`config.mk`:
```
export PLATFORM = sky130hd
export DESIGN_NAME = porc_bucket_logic
export DESIGN_NICKNAME = d
export VERILOG_FILES = /design/src/rtl/core/porc_pkg.sv /design/src/rtl/core/porc_bucket_logic.sv
export SDC_FILE = /design/constraint.sdc
export NUM_CORES = 1
export LEC_CHECK = 0
export ABC_CLOCK_PERIOD_IN_PS = 14700
export BUFFER_PORTS_ARGS = -buffer_cell sky130_fd_sc_hd__clkbuf_2
export CORE_AREA = 5 5 155 157
export DETAILED_ROUTE_END_ITERATION = 7
export DIE_AREA = 0 0 160 162
export MAX_ROUTING_LAYER = met4
export SETUP_SLACK_MARGIN = 0.15
export SLEW_MARGIN = 40
export SYNTH_ARGS = -nofsm -noshare
export SYNTH_HDL_FRONTEND = slang
export SYNTH_SLANG_ARGS = --single-unit
```
`constraint.sdc`:
```
create_clock -name vclk -period 14.7
set_input_delay 2.94 -clock vclk [all_inputs]
set_output_delay 2.94 -clock vclk [all_outputs]
set_load 0.01 [all_outputs]
```
`src/rtl/core/porc_pkg.sv`:
```
`timescale 1ns / 1ps

package porc_pkg;

  // table geometry
  localparam int unsigned BUCKET_BITS = 8;
  localparam int unsigned WAYS        = 4;
  localparam int unsigned NUM_BUCKETS = 1 << BUCKET_BITS;
  localparam int unsigned WAY_W       = (WAYS > 1) ? $clog2(WAYS) : 1;

  localparam logic [31:0] HASH_MULT = 32'h9e37_0001;

  localparam logic [7:0] REFS_MAX = 8'd255;

  // request kinds
  localparam logic [1:0] KIND_MARK   = 2'd0;
  localparam logic [1:0] KIND_UNMARK = 2'd1;
  localparam logic [1:0] KIND_FETCH  = 2'd2;

  // result status codes
  localparam logic [1:0] STATUS_DONE    = 2'd0;
  localparam logic [1:0] STATUS_IGNORED = 2'd1;
  localparam logic [1:0] STATUS_FULL    = 2'd2;
  localparam logic [1:0] STATUS_MISS    = 2'd3;

  // marker change codes
  localparam logic [1:0] MARKER_NONE    = 2'd0;
  localparam logic [1:0] MARKER_SET     = 2'd1;
  localparam logic [1:0] MARKER_CLEARED = 2'd2;

  typedef enum logic {
    ST_IDLE,
    ST_EXEC
  } state_e;

  typedef struct packed {
    logic        valid;
    logic [15:0] port;
    logic [15:0] owner;
    logic        ambiguous;
    logic [7:0]  refs;
  } entry_t;

  typedef entry_t [WAYS-1:0] row_t;

  typedef struct packed {
    logic [1:0]  kind;
    logic [15:0] port;
    logic [15:0] owner;
    logic        owner_marked;
  } req_t;

  typedef struct packed {
    logic [1:0]  status;
    logic        owner_valid;
    logic [15:0] found_owner;
    logic [1:0]  marker_change;
    logic [7:0]  ref_count;
  } res_t;

  // bucket index: top bits of the low word of port times the multiplier
  function automatic logic [BUCKET_BITS-1:0] bucket_of(logic [15:0] port);
    logic [31:0] h;
    h = 32'({16'b0, port} * HASH_MULT);
    return h[31 -: BUCKET_BITS];
  endfunction

endpackage

```
`src/rtl/core/porc_bucket_logic.sv`:
```
`timescale 1ns / 1ps

module porc_bucket_logic (
  input  logic            enable_i,
  input  porc_pkg::req_t  req_i,
  input  porc_pkg::row_t  row_i,
  output porc_pkg::row_t  row_o,
  output logic            we_o,
  output porc_pkg::res_t  res_o
);

  logic                      hit_found;
  logic [porc_pkg::WAY_W-1:0] hit_idx;
  logic                      free_found;
  logic [porc_pkg::WAY_W-1:0] free_idx;
  porc_pkg::entry_t          hit_entry;

  // way search, lowest way first
  always_comb begin
    hit_found  = 1'b0;
    hit_idx    = '0;
    free_found = 1'b0;
    free_idx   = '0;
    for (int w = 0; w < porc_pkg::WAYS; w++) begin
      if (!hit_found && row_i[w].valid && row_i[w].port == req_i.port) begin
        hit_found = 1'b1;
        hit_idx   = porc_pkg::WAY_W'(w);
      end
      if (!free_found && !row_i[w].valid) begin
        free_found = 1'b1;
        free_idx   = porc_pkg::WAY_W'(w);
      end
    end
  end

  assign hit_entry = row_i[hit_idx];

  // update of the bucket row and the result
  always_comb begin
    row_o = row_i;
    we_o  = 1'b0;
    res_o = '0;
    res_o.status = porc_pkg::STATUS_IGNORED;
    unique case (req_i.kind)
      porc_pkg::KIND_MARK: begin
        if (enable_i) begin
          if (hit_found) begin
            if (hit_entry.refs != porc_pkg::REFS_MAX) begin
              row_o[hit_idx].refs = hit_entry.refs + 8'd1;
            end
            row_o[hit_idx].owner     = '0;
            row_o[hit_idx].ambiguous = 1'b1;
            res_o.status    = porc_pkg::STATUS_DONE;
            res_o.ref_count = row_o[hit_idx].refs;
            we_o = 1'b1;
          end else if (free_found) begin
            row_o[free_idx].valid     = 1'b1;
            row_o[free_idx].port      = req_i.port;
            row_o[free_idx].owner     = req_i.owner;
            row_o[free_idx].ambiguous = 1'b0;
            row_o[free_idx].refs      = 8'd1;
            res_o.status        = porc_pkg::STATUS_DONE;
            res_o.marker_change = porc_pkg::MARKER_SET;
            res_o.ref_count     = 8'd1;
            we_o = 1'b1;
          end else begin
            res_o.status = porc_pkg::STATUS_FULL;
          end
        end
      end
      porc_pkg::KIND_UNMARK: begin
        if (req_i.owner_marked) begin
          if (!hit_found) begin
            res_o.status = porc_pkg::STATUS_MISS;
          end else begin
            res_o.status = porc_pkg::STATUS_DONE;
            we_o = 1'b1;
            if (hit_entry.refs > 8'd1) begin
              row_o[hit_idx].refs = hit_entry.refs - 8'd1;
              res_o.ref_count     = hit_entry.refs - 8'd1;
            end else begin
              // last reference gone, entry freed
              row_o[hit_idx].valid = 1'b0;
              row_o[hit_idx].refs  = '0;
              res_o.marker_change  = porc_pkg::MARKER_CLEARED;
            end
          end
        end
      end
      porc_pkg::KIND_FETCH: begin
        if (!hit_found) begin
          res_o.status = porc_pkg::STATUS_MISS;
        end else begin
          res_o.status    = porc_pkg::STATUS_DONE;
          res_o.ref_count = hit_entry.refs;
          if (!hit_entry.ambiguous) begin
            res_o.owner_valid = 1'b1;
            res_o.found_owner = hit_entry.owner;
          end
        end
      end
      default: begin
        res_o.status = porc_pkg::STATUS_IGNORED;
      end
    endcase
  end

endmodule
```
* Word level (Yosys, flattened, before mapping)
Cells that the tools add are included.
Word-level totals: register bits 0, bits in latches 0, RAM bits 0, bits in read-only memories 0, output and inout bits 198, memories 0
Cells by class: add/subtract/negate cells 2, multiply operators 0, div/mod/pow operators 0, order comparisons 5, eq/ne operators 7, shift-type cells 0, multiplexer cells 84, bitwise operators 0, reductions and logical operators 21
Operators by type and width (number):
- $bwmux W168 | 11
- $mux W168 | 10
- $demux W42 S2 | 9
- $pmux W168 S2 | 1
- $bmux W42 S2 | 2
- $mux W42 | 2
- $mux W25 | 3
- $eq A16 B16 Y1 | 4
- $mux W17 | 3
- $mux W8 | 6
- $mux W41 | 1
- $mux W10 | 3
- $mux W9 | 3
- $pmux W8 S3 | 1
- $mux W2 | 10
- $mux W1 | 16
- $logic_and A1 B1 Y1 | 12
- $add A8 B1 Y8 const B | 1
- $gt A8 B1 Y1 const B | 1
- $logic_not A1 Y1 | 8
- $ne A8 B8 Y1 const B | 1
- $sub A8 B1 Y8 const B | 1
- $lt A2 B3 Y1 const B | 2
- $pmux W2 S3 | 1
- 6 further kinds | 7

* Logic depth before layout (Yosys ltp)
word-level depth 31, gate-level depth with buffers 19, depth with buffers taken out 15

* Least setup slack after synthesis
Ideal clock, no wire load.
kind input to output, from in req_i[23] in the netlist's numbering, to out res_o[6] in the netlist's numbering, arrival 6.557 ns, path slack 5.203 ns, stages 16, buffers on the path 2, path through buf_2 -> xor2_1 -> or4b_1 -> nor4_4 -> o21bai_1 -> and2_0 -> nor2_1 -> inv_1 -> ha_1 -> inv_1 -> nor4_4 -> buf_4 -> nand2_4 -> a211oi_1 -> a21oi_1 -> o31ai_1
RTL lines:
- start, declared | RTL line porc_bucket_logic.sv:5 | input porc_pkg::req_t req_i,
- end, declared | RTL line porc_bucket_logic.sv:9 | output porc_pkg::res_t res_o

==> metrics <==
Routed WL per cell 27.6 um; final setup violation count 0; Tcrit/Tclk final 0.762; Core Region 0.0224 sq mm; min cycle time layout 11.20 ns; synth top area cells mux2_2 12%, nand2_1 7.5%, o21ai_0 5.8%; die height 162 um; Post-CTS Hold Buffers 0; Leak 3.79 nW; sequential share of power 0; global placement routability congestion 1.03; Setup CP Type input port to primary output; Net Sw Frac 0.611; Initial Util 0.263; power per cell area 27.6 mW/mm^2; Post-Synthesis Cells 901; Psw 0.000137 W; pin count of the biggest net entering global routing 34; dpl ws 3.69 ns; combinational power share 1.000; Layout area overhead 38.1%; die span in x 160 um; met3 WL 4.53 mm; # rows 55; Resize count post-CTS 0; GRT Resource Usage Total 0.311; fmax 0.0893 GHz; final worst slack 3.50 ns; CP Cell Sequence clkbuf_2, xor2_1, nor4_1, nand3_1, o22ai_4, o21bai_1, and2_0, nor2_1, inv_1, ha_1, inv_1, nor4_4, and2_1, nand2b_1, a21boi_0, o31ai_1, clkbuf_2; M1 WL 17.1 mm; Syn Std Cell Area 0.00587 sq mm; CP bufs+invs 4; Layout Nets 1459; Max Used Layer met4; Final ANT Viol Nets 0; Hold Crit Class input port to primary output; Yosys top cell area share 0.123; cell taking the most area after synthesis mux2_2; initial antenna violation count 3; CP top delay family simple AND/OR/NAND/NOR gates; actual slew at the worst max-slew pin 0.836 ns; part of the power in the clock network 0; first-pass GRT wire length 61.1 mm; most common cell in the netlist nand2_1; via-per-instance ratio 6.15; YS warnings 0; Max-Cap Viols 0; setup TNS 0 ns; num ports 402; Routed Wire Length 42.5 mm; slowest cell delay on critical path 0.66 ns; DRC 0; VDD IR max 0.0210 mV; Setup crit end kind primary output; total iterations of the first detailed-routing run 8; CP Launch Type input port; layout cells sized above 1 0.424; register area share after synthesis 0; unrepaired setup endpoints after global routing false; metal2 WL 19.3 mm; total grt overflow 0; die area 0.0259 sq mm; crit path max fanout 17; vias in the first global route 9116; CP required 11.76 ns; register area 0 sq um; commonest cells in the netlist 118 x nand2_1, 82 x nor2_1, 68 x o21ai_0; via count 9464; critical path's slowest cell nor4_1; status finished clean; Worst EP arrival 8.26 ns; Mean Syn Cell Area 6.52 sq um; final hold vios 0; Post-CTS Setup Inserts 0; Worst slew margin 0.441; FILL cells 2473; IO buf count 402; Net Count, Synth 1107; Int Pwr 0.0000871 W; initial drt markers 927; area of the multi-input gates 0.00554 sq mm; clk_buf instances 0; Max Transition Viols Final 0; post-DP HPWL 35.1 mm; final sequential cell count 0; synth unique cells 87
==> stage by stage <==
stage,utilization,power (W),instances,cell area (sq um),hold WS (ns)
finish,0.363,0.000224,1538,8110,6.21
global route,0.363,0.000238,1538,8110,6.22
CTS,0.362,0.000220,1536,8090,6.21
detailed placement,0.362,0.000219,1536,8090,6.21
global placement,0.361,0.000221,1535,8060,6.21
floorplan,-,0.000111,901,5870,6.00
==> layout make-up <==
class / instances / area share
timing repair buffer: 420 / 0.266
multi-input combinational: 818 / 0.684
antenna: 2 / 0.000617
inverter: 13 / 0.00602
tap: 285 / 0.0440
==> cell families (layout without fill, tap and decap cells) <==
family	count (synthesis)	count (layout)	synth area share
AND/OR/NAND/NOR	372	372	0.318
AO/OA/AOI/OAI	305	305	0.380
buffers and inverters	83	433	0.0631
XOR/XNOR	74	74	0.110
multiplexers	65	65	0.124
adder cells (fa/ha/maj)	2	2	0.00426
other	0	2	0
==> power by group through the flow <==
stage	Sequential (W)	Clock, W	Combinational (W)
2_1_floorplan	0	0	0.000111
3_3_place_gp	0	0	0.000221
3_5_place_dp	0	0	0.000219
4_1_cts	0	0	0.000220
5_1_grt	0	0.0000000000182	0.000238
6_report	0	0.0000000000182	0.000224
==> placed cells by master, fill, tap and decap left out, types with 4 or more instances in the layout <==
cell type | Yosys | routed
clkbuf_2 | 0 | 402
nand2_1 | 118 | 116
nor2_1 | 82 | 79
o21ai_0 | 68 | 67
mux2_2 | 64 | 64
nand3_1 | 38 | 38
xnor2_1 | 37 | 37
xor2_1 | 37 | 37
a22oi_1 | 35 | 35
a22o_1 | 33 | 33
nor4_1 | 29 | 29
a21oi_1 | 27 | 27
o22ai_1 | 26 | 26
nor3_1 | 21 | 19
buf_4 | 4 | 17
o211ai_1 | 14 | 14
inv_1 | 13 | 13
nand4_1 | 10 | 10
and3_1 | 9 | 9
a21o_1 | 9 | 9
o221ai_1 | 9 | 9
a31oi_1 | 9 | 9
or3_1 | 8 | 8
or2_2 | 7 | 7
nand2b_1 | 8 | 7
o31ai_1 | 7 | 7
a211o_1 | 6 | 6
nor2_2 | 5 | 6
and2_1 | 6 | 6
nor3b_1 | 5 | 5
o2111ai_1 | 5 | 5
a21boi_0 | 5 | 5
nor3_2 | 2 | 4
o21a_1 | 4 | 4
==> final timing paths <==
path	startpoint	endpoint	depth (start not counted)
setup / recovery	req_i[21]	res_o[1]	17
hold / removal	row_i[9]	row_o[9]	3
==> metal layers <==
| layer | global-route usage | vias up |
|---|---|---|
| met5 | - | - |
| met4 | 0.0892 | 0 |
| met3 | 0.0589 | 105 |
| met2 | 0.492 | 747 |
| met1 | 0.407 | 4472 |
| li1 | - | 4140 |
==> worst min-delay path: cells and delay by family <==
kind | cells | cell delay [ns]
buffers and inverters | 2 | 0.21
AOI/OAI and AO/OA | 1 | 0.11
No activity file was read; power rests on OpenSTA's default activity.
