<file path="config.mk">
export PLATFORM = sky130hd
export DESIGN_NAME = porc_ram
export DESIGN_NICKNAME = d
export VERILOG_FILES = /design/src/rtl/core/porc_ram.sv
export SDC_FILE = /design/constraint.sdc
export NUM_CORES = 1
export LEC_CHECK = 0
export BUFFER_PORTS_ARGS = -buffer_cell sky130_fd_sc_hd__buf_2
export CAP_MARGIN = 20
export CORE_ASPECT_RATIO = 1.2
export CORE_MARGIN = 2
export CORE_UTILIZATION = 32
export CTS_CLUSTER_DIAMETER = 120
export DETAILED_ROUTE_END_ITERATION = 8
export GPL_TIMING_DRIVEN = 0
export SETUP_SLACK_MARGIN = 0.15
export SLEW_MARGIN = 40
export SYNTH_ARGS = -nofsm -noshare
export SYNTH_HDL_FRONTEND = slang
export SYNTH_SLANG_ARGS = --single-unit
</file>
<file path="constraint.sdc">
create_clock -name clk_i -period 1.85 [get_ports clk_i]
set_input_delay 0.0925 -clock clk_i [delete_from_list [all_inputs] [get_ports clk_i]]
set_output_delay 0.0925 -clock clk_i [all_outputs]
set_load 0.1 [all_outputs]
</file>
<file path="src/rtl/core/porc_ram.sv">
`timescale 1ns / 1ps

module porc_ram #(
  parameter int unsigned DATA_W = 8,
  parameter int unsigned ADDR_W = 4
) (
  input  logic              clk_i,
  input  logic              re_i,
  input  logic [ADDR_W-1:0] raddr_i,
  output logic [DATA_W-1:0] rdata_o,
  input  logic              we_i,
  input  logic [ADDR_W-1:0] waddr_i,
  input  logic [DATA_W-1:0] wdata_i
);

  logic [DATA_W-1:0] mem [(1 << ADDR_W)];

  // write port
  always_ff @(posedge clk_i) begin
    if (we_i) begin
      mem[waddr_i] <= wdata_i;
    end
  end

  // registered read port, holds its data between reads
  always_ff @(posedge clk_i) begin
    if (re_i) begin
      rdata_o <= mem[raddr_i];
    end
  end

endmodule

</file>
# Word-level counts from Yosys, hierarchy flattened
# Memory sizes are Yosys's and may differ from the RTL's. A register that Yosys moved wholly into a read port is not among the register bits.
# Cells that the tools add are included.
[totals]
regBits = 0
ramBits = 128
input_bits = 19
out_inout_bits = 8
elab_cells = 3
mem_count = 1
[mem_list]
columns = ["memory", "words", "word_bits", "rd", "rd_ports_with_merged_regs", "write_ports", "line_no", "source"]
rows = [
  ["mem", 16, 8, 1, 1, 1, "16", "logic [DATA_W-1:0] mem [(1 << ADDR_W)];"],
]
[classes]
mux = 2
[op_table]
columns = ["cell", "count"]
rows = [
  ["$mux W1", 2],
]

# Longest topological paths before layout
# Gate-level depths: netlist of run 1.
[depth]
word_depth = 2
mapped_depth = 5
depth_no_buf = 3

# Least setup slack after synthesis of run 1
# Ideal clock, no wire load.
[synth_timing]
kind = "input -> register"
start = "input waddr_i[2]"
end = "memory mem[0][0], enable pin"
setup_time_ns = 0.383
arrival_ns = 1.202
required_time_ns = 1.467
setup_slack_ns = 0.265
cell_stages = 2
n_path_buf = 0
cell_sequence = "or3b_2 > nor3_1"
[synth_rtl]
columns = ["item", "line_no", "source"]
rows = [
  ["start, declared", "12", "input logic [ADDR_W-1:0] waddr_i,"],
  ["end, declared", "16", ""],
]
# Straight into the memory's write port.

==> flow_metrics.tcl, run 1 <==
set metrics [dict create \
    rows 51 \
    worstHoldStart "re_i" \
    wl_per_cell_um 20.64 \
    cts_tree "yes" \
    switchingPower_w 0.001545 \
    place_ws_ns 0.06008 \
    ys_types 18 \
    area_delta_synth_final_pct 19.77 \
    intPower_w 0.005846 \
    seq_area_sq_um 4084 \
    cp.required_ns 1.99 \
    rsz0062_at_grt "no" \
    gp_congestion 0.8235 \
    layout_common_cells "edfxtp_1 (136), buf_2 (28), mux4_2 (18)" \
    end_kind "register" \
    avgSynthCellArea_sq_um 22.83 \
    p_sw_share_pct 20.90 \
    grt_pass1_vias 2547 \
    pwr-share-clk_pct 46.9 \
    drv_cap 0 \
    hold_depth 1 \
    ir_drop_uv 723.1 \
    crit_buf_inv 0 \
    grt_pass1_wl_mm 15.41 \
    via_count 2415 \
    max_slew.worst_pin.slew_ns 0.8122 \
    rrSetupSlack_ns 0.21 \
    p_leak_nw 2.057 \
    diodes 0 \
    finalHoldViolations 0 \
    cpMaxStageDelayCell "mux4_1" \
    dp_hpwl_mm 6.540 \
    min_period_ns 1.636 \
    synthesis.area_sq_um 5228 \
    clkSlewWorstSetupHoldPaths_ns 0.06 \
    viasPerCell 4.849 \
    share_seq_of_total_power_pct 47.2 \
    cts_hold_buf 0 \
    critPathTopFamily "multiplexers" \
    hold_path_end "rdata_o[4]" \
    final_max_slew_viol_count 0 \
    path_class "register to register" \
    p_comb_share_pct 6.0 \
    cts_buffers 17 \
    clockRootBuffer "clkbuf_16" \
    yosysSeqAreaShare_pct 78.12 \
    drc 0 \
    fp.dieArea_sq_um 17380 \
    placement.io_buffers 25 \
    syn_nets 248 \
    startpoint_type "register" \
    fin_crit_sh_pct 88.43 \
    drtAntennaViolNets 0 \
    power_density_nw_per_um2 1180 \
    insertion_delay_ns 0.41 \
    grtUsageTotal_pct 12.79 \
    rr_endpoint "rdata_o[1]" \
    multiInputGateArea_sq_um 1091 \
    ys_warn_count 0 \
    path_cells "mux4_1 > a22oi_1 > nand2_1" \
    nFillCells 1467 \
    ff2ff_path_depth 3 \
    clock.fmax_mhz 611.2 \
    antenna_found_initial 0 \
    drive_gt1_share_pct 31.12 \
    path_max_fanout 1 \
    final_common_cell "edfxtp_1" \
    hp-class "input port to register" \
    grt.overflow.total 0 \
    ios 27 \
    cts_resized 0 \
    start_util_pct 32.51 \
    dp_cells 466 \
    drt-total-wl_mm 10.28 \
    cts.path.max_buffers 2 \
    setup_violations 0 \
    coreArea_sq_um 16080 \
    grt_max_degree 17 \
    drt_iter0_markers 179 \
    syn-instance-count 229 \
    cts_sinks 136 \
    finalNonFillerCells 498 \
    first_pass_iters 4 \
    post_cts_buffers 0 \
    die_w_um 120.7 \
    layout.nets 292 \
    reg2reg_from "mem[1][1]" \
    synth_seq_cells 136 \
    run_status "finished clean" \
    setup_ws_ns 0.2140 \
    fp.dieH_um 144.0 \
    crit_arrival_ns 1.78 \
    clock_skew_ns 0.004582 \
    max_stage_delay_ns 0.56 \
    maxSlewHeadroom_pct 45.65 \
    cts_max_level 4 \
]
==> flip-flops by register name, indices dropped and copies added, names as in the netlist <==
| register | flops |
|---|---|
| mem | 128 |
| rdata_o | 8 |
==> cells by family (layout without fill, tap and decap cells) <==
logic type	after synthesis	after routing	share of synthesized area, %
compound gates	16	16	2.298
flops	136	136	78.12
simple gates	35	35	3.136
mux	32	32	14.79
buf+inv	10	67	1.651
==> worst register-to-register path, stage by stage, from the launching register on <==
cell	delay, ns
edfxtp_1	0.35
mux4_1	0.56
a22oi_1	0.33
nand2_1	0.13
==> layer usage <==
metal	routed length (um)	up-vias	track usage (%)
met1	4490	1264	16.45
met5	0	-	0
met3	570	13	4.101
li1	-	1071	-
met4	136	0	4.590
met2	5081	67	20.49
==> how the worst max path moves through the flow <==
stage	start	endpoint	slack (ns)	cells past startpoint
after floorplan	waddr_i[2]	mem[0][0]	0.26	2
after global placement	waddr_i[2]	mem[0][2]	-0.31	3
after detailed placement	waddr_i[2]	mem[1][2]	0.06	3
after CTS	mem[1][1]	rdata_o[1]	0.23	3
after global routing	mem[1][0]	rdata_o[0]	0.20	3
final	mem[1][1]	rdata_o[1]	0.21	3
==> power by group through the flow <==
stage | sequential, W | clock (W) | combinational [W]
after global placement | 0.00355 | 0 | 0.000432
after CTS | 0.00349 | 0.00351 | 0.000446
after detailed placement | 0.00355 | 0 | 0.000445
after global routing | 0.00349 | 0.00367 | 0.000467
after floorplan | 0.00366 | 0 | 0.000175
final | 0.00349 | 0.00346 | 0.000440
==> stage by stage <==
stage,total power (W),utilization (%),area (sq um),hold slack [ns],TNS [ns]
detailed placement,0.003996,35.06,5638,0.4345,0
finish,0.007391,38.94,6261,0.008441,0
floorplan,0.003834,-,5228,0.1914,0
CTS,0.007447,38.85,6247,0.002973,0
global route,0.007625,38.94,6261,0.01254,0
global placement,0.003979,34.94,5618,0.4226,-3.172
==> area by class of cell <==
| class | count | area share [%] |
|---|---|---|
| clock buffers | 18 | 6.855 |
| multi-input cells | 83 | 17.43 |
| clock inverters | 14 | 2.878 |
| well taps | 212 | 4.237 |
| plain buffers | 10 | 1.379 |
| repair buffers | 25 | 1.998 |
| flip-flops and latches | 136 | 65.23 |
==> cell usage after synthesis <==
master           instances  area [sq um]
a22oi_1                 16         120.1
and2_1                   1         6.260
and2b_1                  1         7.510
buf_2                    3         15.01
buf_4                    1         7.510
buf_6                    3         33.78
clkdlybuf4s25_2          3         30.03
edfxtp_1               136          4084
mux4_1                  14         367.9
mux4_2                  18         405.4
nand2_1                  9         33.78
nand2b_1                 2         12.51
nand3_1                  1         5.000
nand3b_1                 2         15.01
nor2_1                  13         48.80
nor2b_1                  1         6.260
nor3_1                   4         20.02
or3b_2                   1         8.760
No activity file was read; power rests on OpenSTA's default activity.
==> run 2, diff against run 1 <==
--- a/config.mk
+++ b/config.mk
@@ -5,7 +5,7 @@
 export SDC_FILE = /design/constraint.sdc
 export NUM_CORES = 1
 export LEC_CHECK = 0
-export BUFFER_PORTS_ARGS = -buffer_cell sky130_fd_sc_hd__buf_2
+export BUFFER_PORTS_ARGS = -buffer_cell sky130_fd_sc_hd__buf_4
 export CAP_MARGIN = 20
 export CORE_ASPECT_RATIO = 1.2
 export CORE_MARGIN = 2
==> flow_metrics.tcl, run 2 (synthesis gave the netlist of run 1 again) <==
set metrics [dict create \
    startpoint_type "register" \
    start_util_pct 32.51 \
    cp.required_ns 2.00 \
    cts_sinks 136 \
    clock.fmax_mhz 596.1 \
    rrSetupSlack_ns 0.17 \
    dp_hpwl_mm 6.631 \
    via_count 2426 \
    coreArea_sq_um 16080 \
    finalHoldViolations 0 \
    viasPerCell 4.852 \
    drv_cap 0 \
    ios 27 \
    critPathTopFamily "multiplexers" \
    top_register "mem" \
    drtAntennaViolNets 0 \
    grtUsageTotal_pct 12.73 \
    placement.io_buffers 25 \
    largest_registers "mem x128, rdata_o x8" \
    fin_util_pct 39.22 \
    post_cts_buffers 0 \
    fin_area_sq_um 6307 \
    cts_tree "yes" \
    rows 51 \
    drc 0 \
    power_w 0.007135 \
    p_leak_nw 2.052 \
    clockRootBuffer "clkbuf_16" \
    grt_max_degree 17 \
    drt-total-wl_mm 10.46 \
    worstHoldStart "wdata_i[2]" \
    fp.dieH_um 144.0 \
    layout_common_cells "edfxtp_1 (136), buf_4 (26), mux4_2 (18)" \
    area_delta_synth_final_pct 20.66 \
    cts_resized 0 \
    max_slew.worst_pin.slew_ns 0.7912 \
    first_pass_iters 4 \
    hp-class "input port to register" \
    grt_pass1_vias 2479 \
    place_area_sq_um 5700 \
    insertion_delay_ns 0.41 \
    gp_congestion 0.7820 \
    setup_tns_ns 0 \
    largest_reg_flops 128 \
    wl_per_cell_um 20.91 \
    power_density_nw_per_um2 1131 \
    final_max_slew_viol_count 0 \
    multiInputGateArea_sq_um 1101 \
    grt_pass1_wl_mm 15.41 \
    drt_iter0_markers 202 \
    fp.dieArea_sq_um 17380 \
    ir_drop_uv 489.3 \
    layout.nets 294 \
    end_kind "register" \
    nFillCells 1473 \
    rsz0062_at_grt "no" \
    path_class "register to register" \
    die_w_um 120.7 \
    seq_area_sq_um 4084 \
    cts_hold_buf 2 \
    antenna_found_initial 0 \
    path_max_fanout 1 \
    cp_num_cells 3 \
    cpMaxStageDelayCell "mux4_1" \
    worstSetupEndpoint "rdata_o[1]" \
    cts_max_level 4 \
    crit_buf_inv 0 \
    maxSlewHeadroom_pct 47.06 \
    cts_buffers 17 \
    cts.path.max_buffers 2 \
    startpoint "mem[1][1]" \
    final_common_cell "edfxtp_1" \
    max_stage_delay_ns 0.57 \
    drive_gt1_share_pct 32.64 \
    min_period_ns 1.678 \
    grt.overflow.total 0 \
    path_cells "mux4_1 > a22oi_1 > nand2_1" \
    reg2reg_from "mem[1][1]" \
    rr_endpoint "rdata_o[1]" \
    run_status "finished clean" \
    setup_violations 0 \
    diodes 0 \
    clock_skew_ns 0.008606 \
    fin_crit_sh_pct 90.68 \
    crit_arrival_ns 1.82 \
    clkSlewWorstSetupHoldPaths_ns 0.06 \
    ff2ff_path_depth 3 \
]
==> run 2: worst min-delay path by stage <==
stage | endpoint | slack [ns] | cells after the start
6_report | mem[11][2] | 0.02 | 1
5_1_grt | mem[12][3] | 0.03 | 1
4_1_cts | mem[1][0] | 0.02 | 1
3_5_place_dp | rdata_o[7] | 0.37 | 1
3_3_place_gp | rdata_o[4] | 0.37 | 1
2_1_floorplan | mem[0][0] | 0.19 | 0
==> run 2: stage by stage <==
step | worst slack (ns) | hold WS (ns) | std cells
floorplan | 0.2646 | 0.1914 | 229
global placement | -0.3461 | 0.3689 | 466
detailed placement | 0.01687 | 0.3727 | 466
CTS | 0.2173 | 0.01754 | 500
global route | 0.1686 | 0.02644 | 500
finish | 0.1724 | 0.01560 | 500
==> run 2: where the power goes <==
group	total, W	internal, W	switching, W	leakage [nW]
logic	0.000467	0.000157	0.000310	0.553
registers	0.00349	0.00347	0.0000147	1.24
clock network	0.00318	0.00196	0.00122	0.263
total	0.00713	0.00559	0.00154	2.05
==> run 2: per-layer routing <==
layer / up-vias / global-route usage (%) / wire, um
met4: 0 / 4.590 / 98
met3: 9 / 3.194 / 574
met5: - / 0 / 0
met1: 1277 / 16.89 / 4528
met2: 71 / 20.46 / 5255
li1: 1069 / - / -
==> run 2: layout make-up <==
cell class / count / area share, %
well taps: 212 / 4.206
flip-flops and latches: 136 / 64.75
repair buffers: 27 / 3.293
multi-input cells: 83 / 17.46
plain buffers: 10 / 1.369
clock inverters: 14 / 2.123
clock buffers: 18 / 6.804
==> run 3, diff against run 2 <==
--- a/config.mk
+++ b/config.mk
@@ -5,6 +5,7 @@
 export SDC_FILE = /design/constraint.sdc
 export NUM_CORES = 1
 export LEC_CHECK = 0
+export ABC_CLOCK_PERIOD_IN_PS = 1640
 export BUFFER_PORTS_ARGS = -buffer_cell sky130_fd_sc_hd__buf_4
 export CAP_MARGIN = 20
 export CORE_ASPECT_RATIO = 1.2
==> constraint.sdc (replaced) <==
create_clock -name clk_i -period 1.64 [get_ports clk_i]
set_input_delay 0.082 -clock clk_i [delete_from_list [all_inputs] [get_ports clk_i]]
set_output_delay 0.082 -clock clk_i [all_outputs]
set_load 0.1 [all_outputs]
==> flow_metrics.tcl, run 3 (synthesis gave the netlist of run 1 again) <==
set metrics [dict create \
    run_status "finished clean" \
    area_delta_synth_final_pct 19.63 \
    wl_per_cell_um 20.57 \
    dp_hpwl_mm 6.579 \
    via_count 2422 \
    grt_pass1_vias 2493 \
    path_class "register to register" \
    crit_buf_inv 0 \
    startpoint_type "register" \
    wl_met2_mm 5.076 \
    cts_tree "yes" \
    clock.fmax_mhz 671.8 \
    layout.nets 296 \
    max_slew.worst_pin.slew_ns 0.8333 \
    setup_violations 0 \
    share_seq_of_total_power_pct 52.0 \
    clock_skew_ns 0.006817 \
    power_w 0.007573 \
    clkSlewWorstSetupHoldPaths_ns 0.05 \
    hp-class "input port to register" \
    p_leak_nw 2.011 \
    place_ws_ns -0.1739 \
    fp.dieArea_sq_um 17380 \
    coreArea_sq_um 16080 \
    power_density_nw_per_um2 1211 \
    grt_max_degree 17 \
    rows 51 \
    die_w_um 120.7 \
    start_util_pct 32.51 \
    layout_common_cells "edfxtp_1 (136), buf_4 (26), mux4_2 (23)" \
    topRoutingLayerUsed "met4" \
    intPower_w 0.005962 \
    drv_cap 0 \
    cpMaxStageDelayCell "mux4_2" \
    setup_ws_ns 0.1514 \
    fin_crit_sh_pct 90.77 \
    finalHoldViolations 0 \
    rsz0062_at_grt "yes" \
    grtUsageTotal_pct 12.78 \
    path_max_fanout 1 \
    crit_arrival_ns 1.65 \
    drt-total-wl_mm 10.29 \
    placement.io_buffers 25 \
    critPathTopFamily "multiplexers" \
    cts_buffers 17 \
    maxSlewHeadroom_pct 44.15 \
    insertion_delay_ns 0.41 \
    hold_depth 1 \
    top_register "mem" \
    drive_gt1_share_pct 32.64 \
    gp_congestion 0.7649 \
    met3_length_um 591 \
    cts_sinks 136 \
    grt_pass1_wl_mm 15.31 \
    final_max_slew_viol_count 0 \
    antenna_found_initial 0 \
    first_pass_iters 4 \
    max_stage_delay_ns 0.49 \
    cp_num_cells 3 \
    ir_drop_uv 625.5 \
    largest_reg_flops 128 \
    drtAntennaViolNets 0 \
    p_sw_share_pct 21.28 \
    met1_length_mm 4.452 \
    ff2ff_path_depth 3 \
    diodes 0 \
    clockRootBuffer "clkbuf_16" \
    path_cells "mux4_2 > a22oi_2 > nand2_1" \
    viasPerCell 4.844 \
    pwr-share-clk_pct 40.8 \
    largest_registers "mem x128, rdata_o x8" \
    fp.dieH_um 144.0 \
    drc 0 \
    switchingPower_w 0.001611 \
    drt_iter0_markers 126 \
    end_kind "register" \
    final_common_cell "edfxtp_1" \
    ios 27 \
    grt.overflow.total 0 \
    cp.required_ns 1.80 \
    cts_max_level 4 \
    min_period_ns 1.489 \
    p_comb_share_pct 7.2 \
    cts.path.max_buffers 2 \
]
==> run 3: final cells by class <==
cell class                      count  area [sq um]
Timing Repair Buffer               29         227.7
Clock inverter                     10         38.79
Buffer                             10         86.33
Fill cell                        1469          9827
Tap cell                          212         265.3
Multi-Input combinational cell     83          1115
Sequential cell                   136          4084
Clock buffer                       20         436.7
==> run 3: final timing paths <==
path / start / endpoint / slack (ns)
max: mem[3][7] / rdata_o[7] / 0.15
min: wdata_i[3] / mem[0][3] / 0.009
max reg2reg: mem[3][7] / rdata_o[7] / 0.15
min reg2reg: mem[12][0] / rdata_o[0] / 0.77
==> run 3: metal layers <==
| metal | up-vias | global-route usage, % |
|---|---|---|
| met5 | - | 0 |
| li1 | 1074 | - |
| met2 | 73 | 20.55 |
| met4 | 0 | 5.875 |
| met3 | 10 | 3.194 |
| met1 | 1265 | 16.41 |
==> run 3: power groups by stage <==
stage,Clock (W),Sequential (W),Combinational [W]
2_1_floorplan,0,0.00413,0.000198
3_3_place_gp,0,0.00400,0.000510
3_5_place_dp,0,0.00401,0.000523
4_1_cts,0.00316,0.00394,0.000544
5_1_grt,0.00330,0.00394,0.000573
6_report,0.00309,0.00394,0.000542
==> run 3: per-stage QoR <==
| stage | instances | TNS, ns | hold WS [ns] | utilization [%] | cell area, sq um |
|---|---|---|---|---|---|
| floorplan | 229 | 0 | 0.1809 | - | 5233 |
| global placement | 466 | -9.548 | 0.3574 | 35.36 | 5685 |
| detailed placement | 466 | -3.992 | 0.3615 | 35.45 | 5700 |
| CTS | 500 | 0 | 0.0004116 | 38.75 | 6231 |
| global route | 500 | 0 | 0.01597 | 38.89 | 6254 |
| finish | 500 | 0 | 0.008687 | 38.89 | 6254 |
==> run 3: timing repair <==
action                     CTS  global route
setup endpoints to repair    7             7
cloned                       0             0
gates resized for setup     10             2
hold endpoints to repair    46             0
pin swaps                    2             3
setup buffers                0             0
hold buffers                 4             0
